$ cat config.mk
export PLATFORM = sky130hd
export DESIGN_NAME = current_sense_window_detector_core
export DESIGN_NICKNAME = d
export VERILOG_FILES = /design/src/csw_pkg.sv /design/src/current_sense_window_detector_core.sv /design/src/csw_window.sv /design/src/csw_scale.sv /design/src/csw_decide.sv
export SDC_FILE = /design/constraint.sdc
export NUM_CORES = 2
export LEC_CHECK = 0
export BUFFER_PORTS_ARGS = -buffer_cell sky130_fd_sc_hd__clkbuf_2
export CORE_MARGIN = 3
export CORE_UTILIZATION = 38
export CTS_CLUSTER_SIZE = 16
export DETAILED_ROUTE_END_ITERATION = 16
export REMOVE_ABC_BUFFERS = 1
export SYNTH_ARGS = -nofsm -noshare
export SYNTH_HDL_FRONTEND = slang
export SYNTH_SLANG_ARGS = --single-unit
$ cat constraint.sdc
create_clock -name clk -period 9.03 [get_ports clk]
set_input_delay 0.903 -clock clk [delete_from_list [all_inputs] [get_ports clk]]
set_output_delay 0.903 -clock clk [all_outputs]
set_load 0.05 [all_outputs]
$ cat src/csw_pkg.sv
// Shared types and constants for the current sense window detector.
// No dependencies; imported by every module of the block.
package csw_pkg;

	// Register and field widths fixed by the register map
	localparam int LVL_W = 14;
	localparam int CNT_W = 7;
	localparam int GAIN_W = 24;
	localparam int GAIN_FRAC = 16;
	localparam int LEVEL_W = 8;
	localparam int CFG_DATA_W = 24;
	localparam int CFG_INDEX_W = 3;

	// Register indexes
	localparam logic [CFG_INDEX_W-1:0] REG_CALIB_LEVEL = 3'd0;
	localparam logic [CFG_INDEX_W-1:0] REG_ABS_ZERO_LEVEL = 3'd1;
	localparam logic [CFG_INDEX_W-1:0] REG_BELOW_MARGIN = 3'd2;
	localparam logic [CFG_INDEX_W-1:0] REG_ON_COUNT = 3'd3;
	localparam logic [CFG_INDEX_W-1:0] REG_SAMPLES_PER_WINDOW = 3'd4;
	localparam logic [CFG_INDEX_W-1:0] REG_LEVEL_GAIN = 3'd5;
	localparam logic [CFG_INDEX_W-1:0] REG_MAX_LEVEL = 3'd6;
	localparam logic [CFG_INDEX_W-1:0] REG_OVER_LEVEL = 3'd7;

	// Reset values of the registers
	localparam logic [LVL_W-1:0] CALIB_LEVEL_RST = 14'd10750;
	localparam logic [LVL_W-1:0] ABS_ZERO_LEVEL_RST = 14'd10750;
	localparam logic [LVL_W-1:0] BELOW_MARGIN_RST = 14'd500;
	localparam logic [CNT_W-1:0] ON_COUNT_RST = 7'd5;
	localparam logic [CNT_W-1:0] SAMPLES_PER_WINDOW_RST = 7'd10;
	localparam logic [GAIN_W-1:0] LEVEL_GAIN_RST = 24'd1024;
	localparam logic [CNT_W-1:0] MAX_LEVEL_RST = 7'd100;
	localparam logic [CNT_W-1:0] OVER_LEVEL_RST = 7'd127;

	// Below-count saturates here
	localparam logic [CNT_W-1:0] CNT_MAX = 7'd127;

	// Event codes of a result
	typedef enum logic [1:0] {
		EV_NONE   = 2'd0,
		EV_ON     = 2'd1,
		EV_OFF    = 2'd2,
		EV_CHANGE = 2'd3
	} event_t;

	// Configuration register file contents
	typedef struct packed {
		logic [LVL_W-1:0]  calib_level;
		logic [LVL_W-1:0]  abs_zero_level;
		logic [LVL_W-1:0]  below_margin;
		logic [CNT_W-1:0]  on_count;
		logic [CNT_W-1:0]  samples_per_window;
		logic [GAIN_W-1:0] level_gain;
		logic [CNT_W-1:0]  max_level;
		logic [CNT_W-1:0]  over_level;
	} cfg_t;

endpackage

$ cat src/current_sense_window_detector_core.sv
// Top level of the current sense window detector: register file and the
// three processing stages. Depends on csw_pkg, csw_window, csw_scale, csw_decide.
//
//   channel   handshake             payload
//   input     in_valid / in_ready   sample
//   result    out_valid / out_ready event_res, window_end, powered,
//                                   report_level, over_current, window_min
//   config    cfg_we (no wait)      cfg_index, cfg_data
//
// One sample per cycle sustained while results are taken; every sample gives one result, registered
// through the input register, window stage, gain multiply and result register.
// The gain multiply of the difference magnitude sets the critical path.
// arst_n clears all control and window state and loads register reset values.
// A stalled result back-fills the empty stages before in_ready drops.
module current_sense_window_detector_core import csw_pkg::*; #(
	parameter int SAMPLE_BITS = 14,
	parameter int MAX_WINDOW = 64
) (
	input  logic                      clk,
	input  logic                      arst_n,
	input  logic                      cfg_we,
	input  logic [CFG_INDEX_W-1:0]    cfg_index,
	input  logic [CFG_DATA_W-1:0]     cfg_data,
	input  logic                      in_valid,
	output logic                      in_ready,
	input  logic [SAMPLE_BITS-1:0]    sample,
	output logic                      out_valid,
	input  logic                      out_ready,
	output logic [1:0]                event_res,
	output logic                      window_end,
	output logic                      powered,
	output logic signed [LEVEL_W-1:0] report_level,
	output logic                      over_current,
	output logic [SAMPLE_BITS-1:0]    window_min
);

	localparam int MAG_W = (SAMPLE_BITS > LVL_W) ? SAMPLE_BITS : LVL_W;
	localparam int QW = MAG_W + GAIN_W - GAIN_FRAC;

	cfg_t                   cfg_q;

	logic                   w_valid;
	logic                   w_ready;
	logic                   w_close;
	logic [SAMPLE_BITS-1:0] w_min;
	logic [CNT_W-1:0]       w_cnt;
	logic                   w_rel_neg;
	logic [MAG_W-1:0]       w_rel_mag;
	logic                   w_abs_neg;
	logic [MAG_W-1:0]       w_abs_mag;

	logic                   s_valid;
	logic                   s_ready;
	logic                   s_close;
	logic [SAMPLE_BITS-1:0] s_min;
	logic [CNT_W-1:0]       s_cnt;
	logic                   s_rel_neg;
	logic [QW-1:0]          s_rel_q;
	logic                   s_abs_neg;
	logic [QW-1:0]          s_abs_q;

	// Register file writes
	always_ff @(posedge clk or negedge arst_n) begin
		if (!arst_n) begin
			cfg_q.calib_level <= CALIB_LEVEL_RST;
			cfg_q.abs_zero_level <= ABS_ZERO_LEVEL_RST;
			cfg_q.below_margin <= BELOW_MARGIN_RST;
			cfg_q.on_count <= ON_COUNT_RST;
			cfg_q.samples_per_window <= SAMPLES_PER_WINDOW_RST;
			cfg_q.level_gain <= LEVEL_GAIN_RST;
			cfg_q.max_level <= MAX_LEVEL_RST;
			cfg_q.over_level <= OVER_LEVEL_RST;
		end else if (cfg_we) begin
			unique case (cfg_index)
				REG_CALIB_LEVEL: cfg_q.calib_level <= cfg_data[LVL_W-1:0];
				REG_ABS_ZERO_LEVEL: cfg_q.abs_zero_level <= cfg_data[LVL_W-1:0];
				REG_BELOW_MARGIN: cfg_q.below_margin <= cfg_data[LVL_W-1:0];
				REG_ON_COUNT: cfg_q.on_count <= cfg_data[CNT_W-1:0];
				REG_SAMPLES_PER_WINDOW: cfg_q.samples_per_window <= cfg_data[CNT_W-1:0];
				REG_LEVEL_GAIN: cfg_q.level_gain <= cfg_data[GAIN_W-1:0];
				REG_MAX_LEVEL: cfg_q.max_level <= cfg_data[CNT_W-1:0];
				REG_OVER_LEVEL: cfg_q.over_level <= cfg_data[CNT_W-1:0];
				default: begin
				end
			endcase
		end
	end

	csw_window #(
		.SAMPLE_BITS(SAMPLE_BITS),
		.MAX_WINDOW(MAX_WINDOW)
	) u_window (
		.clk(clk),
		.arst_n(arst_n),
		.cfg(cfg_q),
		.in_valid(in_valid),
		.in_ready(in_ready),
		.sample(sample),
		.out_valid(w_valid),
		.out_ready(w_ready),
		.close(w_close),
		.win_min(w_min),
		.win_cnt(w_cnt),
		.rel_neg(w_rel_neg),
		.rel_mag(w_rel_mag),
		.abs_neg(w_abs_neg),
		.abs_mag(w_abs_mag)
	);

	csw_scale #(
		.SAMPLE_BITS(SAMPLE_BITS)
	) u_scale (
		.clk(clk),
		.arst_n(arst_n),
		.cfg(cfg_q),
		.in_valid(w_valid),
		.in_ready(w_ready),
		.close_i(w_close),
		.min_i(w_min),
		.cnt_i(w_cnt),
		.rel_neg_i(w_rel_neg),
		.rel_mag_i(w_rel_mag),
		.abs_neg_i(w_abs_neg),
		.abs_mag_i(w_abs_mag),
		.out_valid(s_valid),
		.out_ready(s_ready),
		.close_o(s_close),
		.min_o(s_min),
		.cnt_o(s_cnt),
		.rel_neg_o(s_rel_neg),
		.rel_q_o(s_rel_q),
		.abs_neg_o(s_abs_neg),
		.abs_q_o(s_abs_q)
	);

	csw_decide #(
		.SAMPLE_BITS(SAMPLE_BITS)
	) u_decide (
		.clk(clk),
		.arst_n(arst_n),
		.cfg(cfg_q),
		.in_valid(s_valid),
		.in_ready(s_ready),
		.close_i(s_close),
		.min_i(s_min),
		.cnt_i(s_cnt),
		.rel_neg_i(s_rel_neg),
		.rel_q_i(s_rel_q),
		.abs_neg_i(s_abs_neg),
		.abs_q_i(s_abs_q),
		.out_valid(out_valid),
		.out_ready(out_ready),
		.event_res(event_res),
		.window_end(window_end),
		.powered(powered),
		.report_level(report_level),
		.over_current(over_current),
		.window_min(window_min)
	);

`ifndef ASSERT_OFF
	// Events only come with a closing sample
	a_event_at_close: assert property (@(posedge clk) disable iff (!arst_n)
		(out_valid && (event_res != EV_NONE)) |-> window_end)
		else $error("event without window end");

	// Power events agree with the reported flag
	a_on_flag: assert property (@(posedge clk) disable iff (!arst_n)
		(out_valid && (event_res == EV_ON)) |-> powered)
		else $error("power-on event with flag low");

	a_off_flag: assert property (@(posedge clk) disable iff (!arst_n)
		(out_valid && (event_res == EV_OFF)) |-> !powered)
		else $error("power-off event with flag high");

	// Report level never exceeds the clamp
	a_clamp: assert property (@(posedge clk) disable iff (!arst_n)
		out_valid |-> (report_level <= $signed({1'b0, cfg_q.max_level})))
		else $error("report level above clamp");

	// Input stalls only when every stage is full and the result is held
	a_stall: assert property (@(posedge clk) disable iff (!arst_n)
		!in_ready |-> (out_valid && !out_ready && w_valid && s_valid))
		else $error("input stalled with room in the pipeline");
`endif

endmodule

$ cat src/csw_window.sv
// Window accumulation: input register, running minimum, below-count and
// sample index, plus the reference differences of a closing window. Uses csw_pkg.
module csw_window import csw_pkg::*; #(
	parameter int SAMPLE_BITS = 14,
	parameter int MAX_WINDOW = 64,
	localparam int MAG_W = (SAMPLE_BITS > LVL_W) ? SAMPLE_BITS : LVL_W
) (
	input  logic                   clk,
	input  logic                   arst_n,
	input  cfg_t                   cfg,
	input  logic                   in_valid,
	output logic                   in_ready,
	input  logic [SAMPLE_BITS-1:0] sample,
	output logic                   out_valid,
	input  logic                   out_ready,
	output logic                   close,
	output logic [SAMPLE_BITS-1:0] win_min,
	output logic [CNT_W-1:0]       win_cnt,
	output logic                   rel_neg,
	output logic [MAG_W-1:0]       rel_mag,
	output logic                   abs_neg,
	output logic [MAG_W-1:0]       abs_mag
);

	localparam int IDX_W = $clog2(MAX_WINDOW + 1);
	localparam int CW = (IDX_W > CNT_W) ? IDX_W : CNT_W;
	localparam int DW = MAG_W + 1;
	localparam logic [CW-1:0] MAXW = CW'(MAX_WINDOW);

	logic                   valid_s1;
	logic [SAMPLE_BITS-1:0] sample_s1;
	logic                   valid_s2;
	logic                   adv_s2;

	logic [SAMPLE_BITS-1:0] min_q;
	logic [CNT_W-1:0]       cnt_q;
	logic [IDX_W-1:0]       idx_q;

	logic [CW-1:0]          spw_w;
	logic [CW-1:0]          n_eff;
	logic [CW-1:0]          idx_inc;
	logic                   close_w;
	logic [LVL_W:0]         thr;
	logic                   loaded;
	logic [SAMPLE_BITS-1:0] min_new;
	logic [CNT_W-1:0]       cnt_new;
	logic [DW-1:0]          rel_d;
	logic [DW-1:0]          abs_d;

	// Move s1 into s2 when s2 is empty or drains
	assign adv_s2 = valid_s1 && (!valid_s2 || out_ready);
	assign in_ready = !valid_s1 || adv_s2;
	assign out_valid = valid_s2;

	// Effective window length: zero reads as one, clamp to the maximum
	assign spw_w = CW'(cfg.samples_per_window);
	always_comb begin
		if (spw_w == '0) begin
			n_eff = CW'(1);
		end else if (spw_w > MAXW) begin
			n_eff = MAXW;
		end else begin
			n_eff = spw_w;
		end
	end

	assign idx_inc = CW'(idx_q) + CW'(1);
	assign close_w = (idx_inc >= n_eff);

	// Loaded test against calibration minus margin; a negative threshold counts nothing
	assign thr = {1'b0, cfg.calib_level} - {1'b0, cfg.below_margin};
	assign loaded = !thr[LVL_W] && (MAG_W'(sample_s1) < MAG_W'(thr[LVL_W-1:0]));

	assign min_new = (sample_s1 < min_q) ? sample_s1 : min_q;
	assign cnt_new = (loaded && (cnt_q != CNT_MAX)) ? cnt_q + CNT_W'(1) : cnt_q;

	// Reference minus window minimum, split into sign and magnitude
	assign rel_d = {1'b0, MAG_W'(cfg.calib_level)} - {1'b0, MAG_W'(min_new)};
	assign abs_d = {1'b0, MAG_W'(cfg.abs_zero_level)} - {1'b0, MAG_W'(min_new)};

	// Input register
	always_ff @(posedge clk or negedge arst_n) begin
		if (!arst_n) begin
			valid_s1 <= 1'b0;
		end else if (in_ready) begin
			valid_s1 <= in_valid;
		end
	end

	always_ff @(posedge clk) begin
		if (in_valid && in_ready) begin
			sample_s1 <= sample;
		end
	end

	// Window state: clear on the closing sample
	always_ff @(posedge clk or negedge arst_n) begin
		if (!arst_n) begin
			min_q <= '1;
			cnt_q <= '0;
			idx_q <= '0;
		end else if (adv_s2) begin
			if (close_w) begin
				min_q <= '1;
				cnt_q <= '0;
				idx_q <= '0;
			end else begin
				min_q <= min_new;
				cnt_q <= cnt_new;
				idx_q <= idx_inc[IDX_W-1:0];
			end
		end
	end

	// Stage two register
	always_ff @(posedge clk or negedge arst_n) begin
		if (!arst_n) begin
			valid_s2 <= 1'b0;
		end else if (!valid_s2 || out_ready) begin
			valid_s2 <= valid_s1;
		end
	end

	always_ff @(posedge clk) begin
		if (adv_s2) begin
			close <= close_w;
			win_min <= min_new;
			win_cnt <= cnt_new;
			rel_neg <= rel_d[DW-1];
			rel_mag <= rel_d[DW-1] ? MAG_W'(~rel_d + DW'(1)) : MAG_W'(rel_d);
			abs_neg <= abs_d[DW-1];
			abs_mag <= abs_d[DW-1] ? MAG_W'(~abs_d + DW'(1)) : MAG_W'(abs_d);
		end
	end

endmodule

$ cat src/csw_scale.sv
// Gain stage: multiplies both difference magnitudes by the Q8.16 gain
// and registers the integer parts. Uses csw_pkg.
module csw_scale import csw_pkg::*; #(
	parameter int SAMPLE_BITS = 14,
	localparam int MAG_W = (SAMPLE_BITS > LVL_W) ? SAMPLE_BITS : LVL_W,
	localparam int QW = MAG_W + GAIN_W - GAIN_FRAC
) (
	input  logic                   clk,
	input  logic                   arst_n,
	input  cfg_t                   cfg,
	input  logic                   in_valid,
	output logic                   in_ready,
	input  logic                   close_i,
	input  logic [SAMPLE_BITS-1:0] min_i,
	input  logic [CNT_W-1:0]       cnt_i,
	input  logic                   rel_neg_i,
	input  logic [MAG_W-1:0]       rel_mag_i,
	input  logic                   abs_neg_i,
	input  logic [MAG_W-1:0]       abs_mag_i,
	output logic                   out_valid,
	input  logic                   out_ready,
	output logic                   close_o,
	output logic [SAMPLE_BITS-1:0] min_o,
	output logic [CNT_W-1:0]       cnt_o,
	output logic                   rel_neg_o,
	output logic [QW-1:0]          rel_q_o,
	output logic                   abs_neg_o,
	output logic [QW-1:0]          abs_q_o
);

	localparam int PW = MAG_W + GAIN_W;

	logic          valid_s3;
	logic [PW-1:0] rel_prod;
	logic [PW-1:0] abs_prod;

	assign in_ready = !valid_s3 || out_ready;
	assign out_valid = valid_s3;

	assign rel_prod = PW'(rel_mag_i) * PW'(cfg.level_gain);
	assign abs_prod = PW'(abs_mag_i) * PW'(cfg.level_gain);

	// Hold or advance stage three
	always_ff @(posedge clk or negedge arst_n) begin
		if (!arst_n) begin
			valid_s3 <= 1'b0;
		end else if (in_ready) begin
			valid_s3 <= in_valid;
		end
	end

	// Drop the fraction bits of the products
	always_ff @(posedge clk) begin
		if (in_valid && in_ready) begin
			close_o <= close_i;
			min_o <= min_i;
			cnt_o <= cnt_i;
			rel_neg_o <= rel_neg_i;
			rel_q_o <= rel_prod[PW-1:GAIN_FRAC];
			abs_neg_o <= abs_neg_i;
			abs_q_o <= abs_prod[PW-1:GAIN_FRAC];
		end
	end

endmodule

$ cat src/csw_decide.sv
// Level saturation, on/off hysteresis, change detect and the result register.
// Holds the per-window level state. Uses csw_pkg.
module csw_decide import csw_pkg::*; #(
	parameter int SAMPLE_BITS = 14,
	localparam int MAG_W = (SAMPLE_BITS > LVL_W) ? SAMPLE_BITS : LVL_W,
	localparam int QW = MAG_W + GAIN_W - GAIN_FRAC
) (
	input  logic                      clk,
	input  logic                      arst_n,
	input  cfg_t                      cfg,
	input  logic                      in_valid,
	output logic                      in_ready,
	input  logic                      close_i,
	input  logic [SAMPLE_BITS-1:0]    min_i,
	input  logic [CNT_W-1:0]          cnt_i,
	input  logic                      rel_neg_i,
	input  logic [QW-1:0]             rel_q_i,
	input  logic                      abs_neg_i,
	input  logic [QW-1:0]             abs_q_i,
	output logic                      out_valid,
	input  logic                      out_ready,
	output logic [1:0]                event_res,
	output logic                      window_end,
	output logic                      powered,
	output logic signed [LEVEL_W-1:0] report_level,
	output logic                      over_current,
	output logic [SAMPLE_BITS-1:0]    window_min
);

	localparam logic [CNT_W-1:0] OFF_LIMIT = 7'd3;
	localparam logic signed [LEVEL_W:0] CHANGE_STEP = 9'sd2;
	localparam logic [QW-1:0] POS_LIMIT = QW'(127);
	localparam logic [QW-1:0] NEG_LIMIT = QW'(128);

	logic                      valid_o;
	logic                      adv;

	logic [SAMPLE_BITS-1:0]    last_min_q;
	logic signed [LEVEL_W-1:0] level_now_q;
	logic signed [LEVEL_W-1:0] abs_level_q;
	logic                      on_q;

	logic signed [LEVEL_W-1:0] rel_lvl;
	logic signed [LEVEL_W-1:0] abs_lvl;
	logic signed [LEVEL_W:0]   delta;
	logic                      changed;
	logic                      on_new;
	event_t                    ev;
	logic [SAMPLE_BITS-1:0]    last_min_new;
	logic signed [LEVEL_W-1:0] level_new;
	logic signed [LEVEL_W-1:0] abs_new;
	logic signed [LEVEL_W:0]   rep_sum;
	logic signed [LEVEL_W:0]   rep_max;
	logic signed [LEVEL_W-1:0] rep;
	logic                      oc;

	// Saturate a signed quotient to the 8-bit signed range
	function automatic logic signed [LEVEL_W-1:0] sat_level(
		input logic          neg,
		input logic [QW-1:0] q
	);
		logic signed [LEVEL_W-1:0] r;
		if (neg) begin
			r = (q > NEG_LIMIT) ? LEVEL_W'(NEG_LIMIT) : LEVEL_W'(0) - q[LEVEL_W-1:0];
		end else begin
			r = (q > POS_LIMIT) ? LEVEL_W'(POS_LIMIT) : q[LEVEL_W-1:0];
		end
		return r;
	endfunction

	assign in_ready = !valid_o || out_ready;
	assign adv = in_valid && in_ready;
	assign out_valid = valid_o;

	assign rel_lvl = sat_level(rel_neg_i, rel_q_i);
	assign abs_lvl = sat_level(abs_neg_i, abs_q_i);

	assign delta = {rel_lvl[LEVEL_W-1], rel_lvl} - {level_now_q[LEVEL_W-1], level_now_q};
	assign changed = (delta >= CHANGE_STEP) || (delta <= -CHANGE_STEP);

	// Hysteresis on the below-count; change detect only while on
	always_comb begin
		on_new = on_q;
		ev = EV_NONE;
		if (close_i) begin
			priority if (cnt_i > cfg.on_count && !on_q) begin
				on_new = 1'b1;
				ev = EV_ON;
			end else if (on_q) begin
				priority if (cnt_i < OFF_LIMIT) begin
					on_new = 1'b0;
					ev = EV_OFF;
				end else if (changed) begin
					ev = EV_CHANGE;
				end else begin
				end
			end else begin
			end
		end
	end

	assign last_min_new = close_i ? min_i : last_min_q;
	assign level_new = close_i ? rel_lvl : level_now_q;
	assign abs_new = close_i ? abs_lvl : abs_level_q;

	// Report level: level plus on flag, clamped above
	assign rep_sum = {level_new[LEVEL_W-1], level_new} + (LEVEL_W + 1)'(on_new);
	assign rep_max = {2'b00, cfg.max_level};
	assign rep = (rep_sum > rep_max) ? rep_max[LEVEL_W-1:0] : rep_sum[LEVEL_W-1:0];
	assign oc = ($signed({1'b0, cfg.over_level}) <= abs_new);

	// Window level state
	always_ff @(posedge clk or negedge arst_n) begin
		if (!arst_n) begin
			last_min_q <= '1;
			level_now_q <= '0;
			abs_level_q <= '0;
			on_q <= 1'b0;
		end else if (adv) begin
			last_min_q <= last_min_new;
			level_now_q <= level_new;
			abs_level_q <= abs_new;
			on_q <= on_new;
		end
	end

	// Result register
	always_ff @(posedge clk or negedge arst_n) begin
		if (!arst_n) begin
			valid_o <= 1'b0;
		end else if (in_ready) begin
			valid_o <= in_valid;
		end
	end

	always_ff @(posedge clk) begin
		if (adv) begin
			event_res <= ev;
			window_end <= close_i;
			powered <= on_new;
			report_level <= rep;
			over_current <= oc;
			window_min <= last_min_new;
		end
	end

endmodule
After elaboration in Yosys (flattened, before gate mapping)
Cells that the tools add are included.
{"block": "totals", "in_bits": 46, "wordCells": 137, "reg_bits": 318}
{"block": "op_classes", "n_mux": 27, "n_lt_le_gt_ge": 14, "n_reduce_logical": 29, "addsub": 11, "eq_ne": 8, "mul": 2, "bitwise_logic": 4}
{"operator": "$mul 14x24->38", "n": 2}
{"operator": "$mux 14", "n": 5}
{"operator": "$mux 8", "n": 8}
{"operator": "$sub 14x14->15", "n": 3}
{"operator": "$gt 22x7->1 const B", "n": 2}
{"operator": "$gt 22x8->1 const B", "n": 2}
{"operator": "$mux 7", "n": 6}
{"operator": "$add 14x1->14 const B", "n": 2}
{"operator": "$lt 14x14->1", "n": 2}
{"operator": "$not 14->14", "n": 2}
{"operator": "$reduce_and 2->1", "n": 8}
{"operator": "$sub 1x8->8 const A", "n": 2}
{"operator": "$add 7x1->7 const B", "n": 2}
{"operator": "$eq 3x3->1 const B", "n": 4}
{"operator": "$add 8x2->9", "n": 1}
{"operator": "$ge 9x3->1 const B", "n": 1}
{"operator": "$gt 9x8->1", "n": 1}
{"operator": "$le 9x2->1 const B", "n": 1}
{"operator": "$sub 8x8->9", "n": 1}
{"operator": "$le 8x8->1", "n": 1}
{"operator": "$ge 7x7->1", "n": 1}
{"operator": "$gt 7x7->1", "n": 1}
{"operator": "$gt 7x7->1 const B", "n": 1}
{"operator": "$logic_and 1x1->1", "n": 7}
{"operator": "other kinds (12)", "n": 29}

Depth between registers and ports, before layout
{"block": "logic_depth", "ltp_word": 10, "mapped_depth": 25, "depth_no_buf": 23}

By module
A second synthesis with hierarchy kept.
{"block": "hier_totals", "hier_cells": 3793, "area_unflattened_um2": 37731.2}
{"mod": "csw_scale", "n_inst": 1, "area_per_inst_um2": 22612.9, "cells_each": 2419}
{"mod": "csw_window", "n_inst": 1, "area_per_inst_um2": 7101.8, "cells_each": 733}
{"mod": "csw_decide", "n_inst": 1, "area_per_inst_um2": 4244.1, "cells_each": 433}
{"mod": "current_sense_window_detector_core", "n_inst": 1, "area_per_inst_um2": 3772.4, "cells_each": 208}

Least setup slack after synthesis
No wires, ideal clock.
{"block": "synth_path", "kind": "register -> register", "from": "register cfg_q[24] (netlist name)", "to": "register u_scale.rel_q_o[10], data pin", "synth_period_minus_slack_ns": 6.449, "t_required_ns": 8.768, "stages_incl_launch_ff": 22, "t_arrival_ns": 6.187, "path_slack_ns": 2.581, "path_cell_list": "dfstp_2 clkbuf_1 nand2_1 fa_1 fa_1 inv_1 fa_1 fa_1 fa_1 inv_1 fa_1 inv_1 ha_1 a21o_1 a21o_1 a21oi_1 o21ai_0 a2111oi_1 nor2_1 a2111oi_0 o21bai_1 xor2_1"}
{"block": "synth_via", "elab_chain_len": 1}
{"item": "start, declared", "line_no": "current_sense_window_detector_core.sv:40", "text": "cfg_t cfg_q;"}
{"item": "$mul 14x24->38", "line_no": "csw_scale.sv:40", "text": "assign rel_prod = PW'(rel_mag_i) * PW'(cfg.level_gain);"}
{"item": "named net u_scale.rel_prod[26]", "line_no": "csw_scale.sv:34", "text": "logic [PW-1:0] rel_prod;"}
{"item": "end signal, assigned", "line_no": "csw_scale.sv:59", "text": "rel_q_o <= rel_prod[PW-1:GAIN_FRAC];"}
{"item": "end, declared", "line_no": "csw_scale.sv:26", "text": "output logic [QW-1:0] rel_q_o,"}
The timed path passes the listed nets, and every way through them passes these cells.
A chain may end at the register's enable or synchronous reset.

Final worst setup path
{"block": "layout_path", "from": "register cfg_q[22] (netlist name)", "to": "register u_scale.rel_q_o[10], data pin"}
Same word-level chain as after synthesis.

==> run_results.csv <==
group,metric,value,unit
status,status,"completed",
clocking,cts_hold_buffers,0,
timing,final.min_clock_period,7580,ps
clocking,clk_latency,570,ps
finish,diodes,0,
clocking,cts.sinks,318,
route,viasPerCell,5.00,
setup_path,critPathKind,"reg -> reg",
synthesis,synth_top_cell_area_share,0.285,
setup_path,cp.required,9350,ps
hold_path,min_to,"u_scale.cnt_o[2]",
die,start_util,0.385,
synthesis,avgSynthCellArea,9.98,um^2
timing,rsz0062_at_grt,"false",
clocking,cts_setup_buffers,0,
clocking,cts_tree,"yes",
synthesis,syn-cell-area,36800,um^2
die,die_w,317,um
die,core_area,95400,um^2
timing,finClkSkew,19.5,ps
finish,multi_input_area,24900,um^2
clocking,clk_pin_slew,60,ps
timing,fmax,132,MHz
timing,final-setup-viol-count,0,
clocking,cts_buffers,37,
place,hpwl,67.8,mm
timing,max_slew_margin,0.173,
finish,fillers,9225,
global_route,grt_usage,0.183,
synthesis,yosys.cell_types.count,83,
setup_path,cp_common_cell,"fa_1",
setup_path,crit_chain,"nand2_1 > fa_1 > inv_1 > fa_1 > fa_1 > fa_1 > fa_1 > inv_1 > fa_1 > inv_1 > ha_1 > a21o_1 > a21o_1 > a21oi_1 > o21ai_0 > a2111oi_1 > nor2_1 > a2111oi_0 > o21bai_1 > xor2_1",
setup_path,end_kind,"flip-flop",
die,die_area,101000,um^2
synthesis,yosysWarningCount,0,
timing,period_share,0.839,
die,ios,75,
synthesis,yosys-top-cells-area,"fa_1, edfxtp_1, ha_1",
synthesis,ys_ff_latch,318,
synthesis,yosysSeqAreaShare,0.241,
route,dr.pass1.iters,5,
global_route,antenna_found_initial,6,
setup_path,crit_path_max_incr_delay,1130,ps
finish,syn2layout_area_growth,7.84,%
clocking,ctsHtreeMaxLevel,2,
timing,worst_pin_slew,1230,ps
synthesis,synth-edff-count,161,
clocking,cts_resized,0,
hold_path,hold_path_class,"reg -> reg",
synthesis,synthesis.instances,3686,
global_route,grt_overflow,0,
route,drtIter0Drc,1499,
finish,seqCellArea,8850,um^2
route,ant_nets,0,
die,die_h,317,um
finish,layout-drive-gt1-share,0.103,
setup_path,crit_fanout,29,
timing,hold_violations,0,
finish,nNetsFinal,4557,
die,rows,113,
clocking,clockBufferDepth,3,
synthesis,ys.flop_type,"edfxtp_1",
setup_path,reg2reg_slack,1450,ps
hold_path,hold_depth,0,
global_route,grt_max_degree,89,
place,gp_congestion,0.824,
global_route,grt_pass1_vias,25865,
synthesis,synthTopCellsByCount,"inv_1, fa_1, nand2_1",
setup_path,reg2reg_depth,20,
hold_path,worstHoldStart,"u_window.win_cnt[2]",
route,wl_per_cell,17.8,um
synthesis,async_reset_ff_frac,0.494,
synthesis,yosys.cell_count.top_type,"inv_1",
synthesis,yosys.area.top_type,"fa_1",
setup_path,cp-start-kind,"flip-flop",
setup_path,cp_slowest_cell,"dfrtp_1",
clocking,cts_root_buf,"clkbuf_16",
route,drcViolationCount,0,
timing,setup-tns-final,0,ps
timing,slew_violations,0,
setup_path,timing.rr.end,"u_scale.rel_q_o[10]",
place,buffer_ports.inserted,74,
route,vias,24821,
flow_run,drv_cap,0,
global_route,grt_pass1_wl,145,mm
route,wl,88.5,mm
setup_path,reg2reg_from,"cfg_q[22]",
setup_path,crit_arrival,7900,ps
placed cells by master (no fill, tap or decap), types with 34 or more instances in the layout:
master	n
nor3_1	34
inv_1	667
ha_1	312
dfstp_2	69
a21oi_1	71
o21ai_0	99
fa_1	524
xor2_1	41
a21o_1	36
xnor2_1	80
dfrtp_1	88
mux2_2	109
clkbuf_2	73
nor2_1	73
edfxtp_1	161
nand2_1	486
clkbuf_16	38
and2_1	311
cells by family (layout without fill, tap and decap cells):
logic type      after synthesis  count (layout)  synth area share
mux                         135             135            0.0415
buf+inv                     827             845            0.0844
xor+xnor                    121             121            0.0288
flops                       318             318             0.241
simple gates               1079            1079             0.146
fa+ha+maj                   836             836             0.391
compound gates              370             370            0.0678
worst max path at each step:
stage | from | end | slack (ps) | depth (start not counted)
2_1_floorplan | cfg_q[28] | u_scale.rel_q_o[10] | 2610 | 21
3_3_place_gp | cfg_q[22] | u_scale.rel_q_o[10] | 1550 | 20
3_5_place_dp | cfg_q[22] | u_scale.rel_q_o[10] | 1500 | 20
4_1_cts | cfg_q[22] | u_scale.rel_q_o[10] | 1460 | 20
5_1_grt | cfg_q[22] | u_scale.rel_q_o[10] | 970 | 20
6_report | cfg_q[22] | u_scale.rel_q_o[10] | 1450 | 20
registers in the layout (all words and copies together), names as in the netlist, 7 cells and up:
register and count:
u_scale.abs_q_o 22, u_decide.last_min_q 14, u_window.min_q 14, u_decide.window_min 14
u_window.cnt_q 7, u_scale.cnt_o 7, u_scale.rel_q_o 22, u_decide.report_level 8
u_window.rel_mag 14, u_window.win_cnt 7, u_scale.min_o 14, u_decide.level_now_q 8
u_window.abs_mag 14, cfg_q 94, u_window.idx_q 7, u_decide.abs_level_q 8
u_window.sample_s1 14, u_window.win_min 14
layer usage:
| metal | track usage | up-vias | share of wire | wire length (um) |
|---|---|---|---|---|
| li1 | - | 11662 | - | - |
| met1 | 0.259 | 12493 | 0.46 | 40900 |
| met2 | 0.293 | 574 | 0.46 | 40300 |
| met3 | 0.0328 | 92 | 0.058 | 5090 |
| met4 | 0.0461 | 0 | 0.024 | 2160 |
| met5 | 0 | - | 0 | 0 |
per-stage QoR:
step	cells	worst slack (ps)	area [um^2]	utilization	hold slack (ps)
after floorplan	3529	2610	36200	-	400
after global placement	4901	1550	38400	0.403	404
after detailed placement	4901	1500	38400	0.403	405
after CTS	4969	1460	39700	0.416	418
after global routing	4969	972	39700	0.416	424
final	4969	1450	39700	0.416	418
cell type report:
cell class,instances,area share
inverters,670,0.0634
clock buffers,48,0.0252
multi-input cells,2541,0.626
flip-flops and latches,318,0.223
repair buffers,107,0.0157
clock inverters,20,0.00621
well taps,1265,0.0399
critical path: cells and delay by family (launching register included):
kind,cells,cell delay (ps)
AND/OR/NAND/NOR,2,430
XOR/XNOR,1,160
flip-flops,1,1130
buffers and inverters,3,140
adder cells (fa/ha/maj),7,3340
AO/OA/AOI/OAI,7,2100
Power is left out: the tool's default activity adds up to more than one toggle a clock period on the data nets, which glitch-free logic cannot reach.
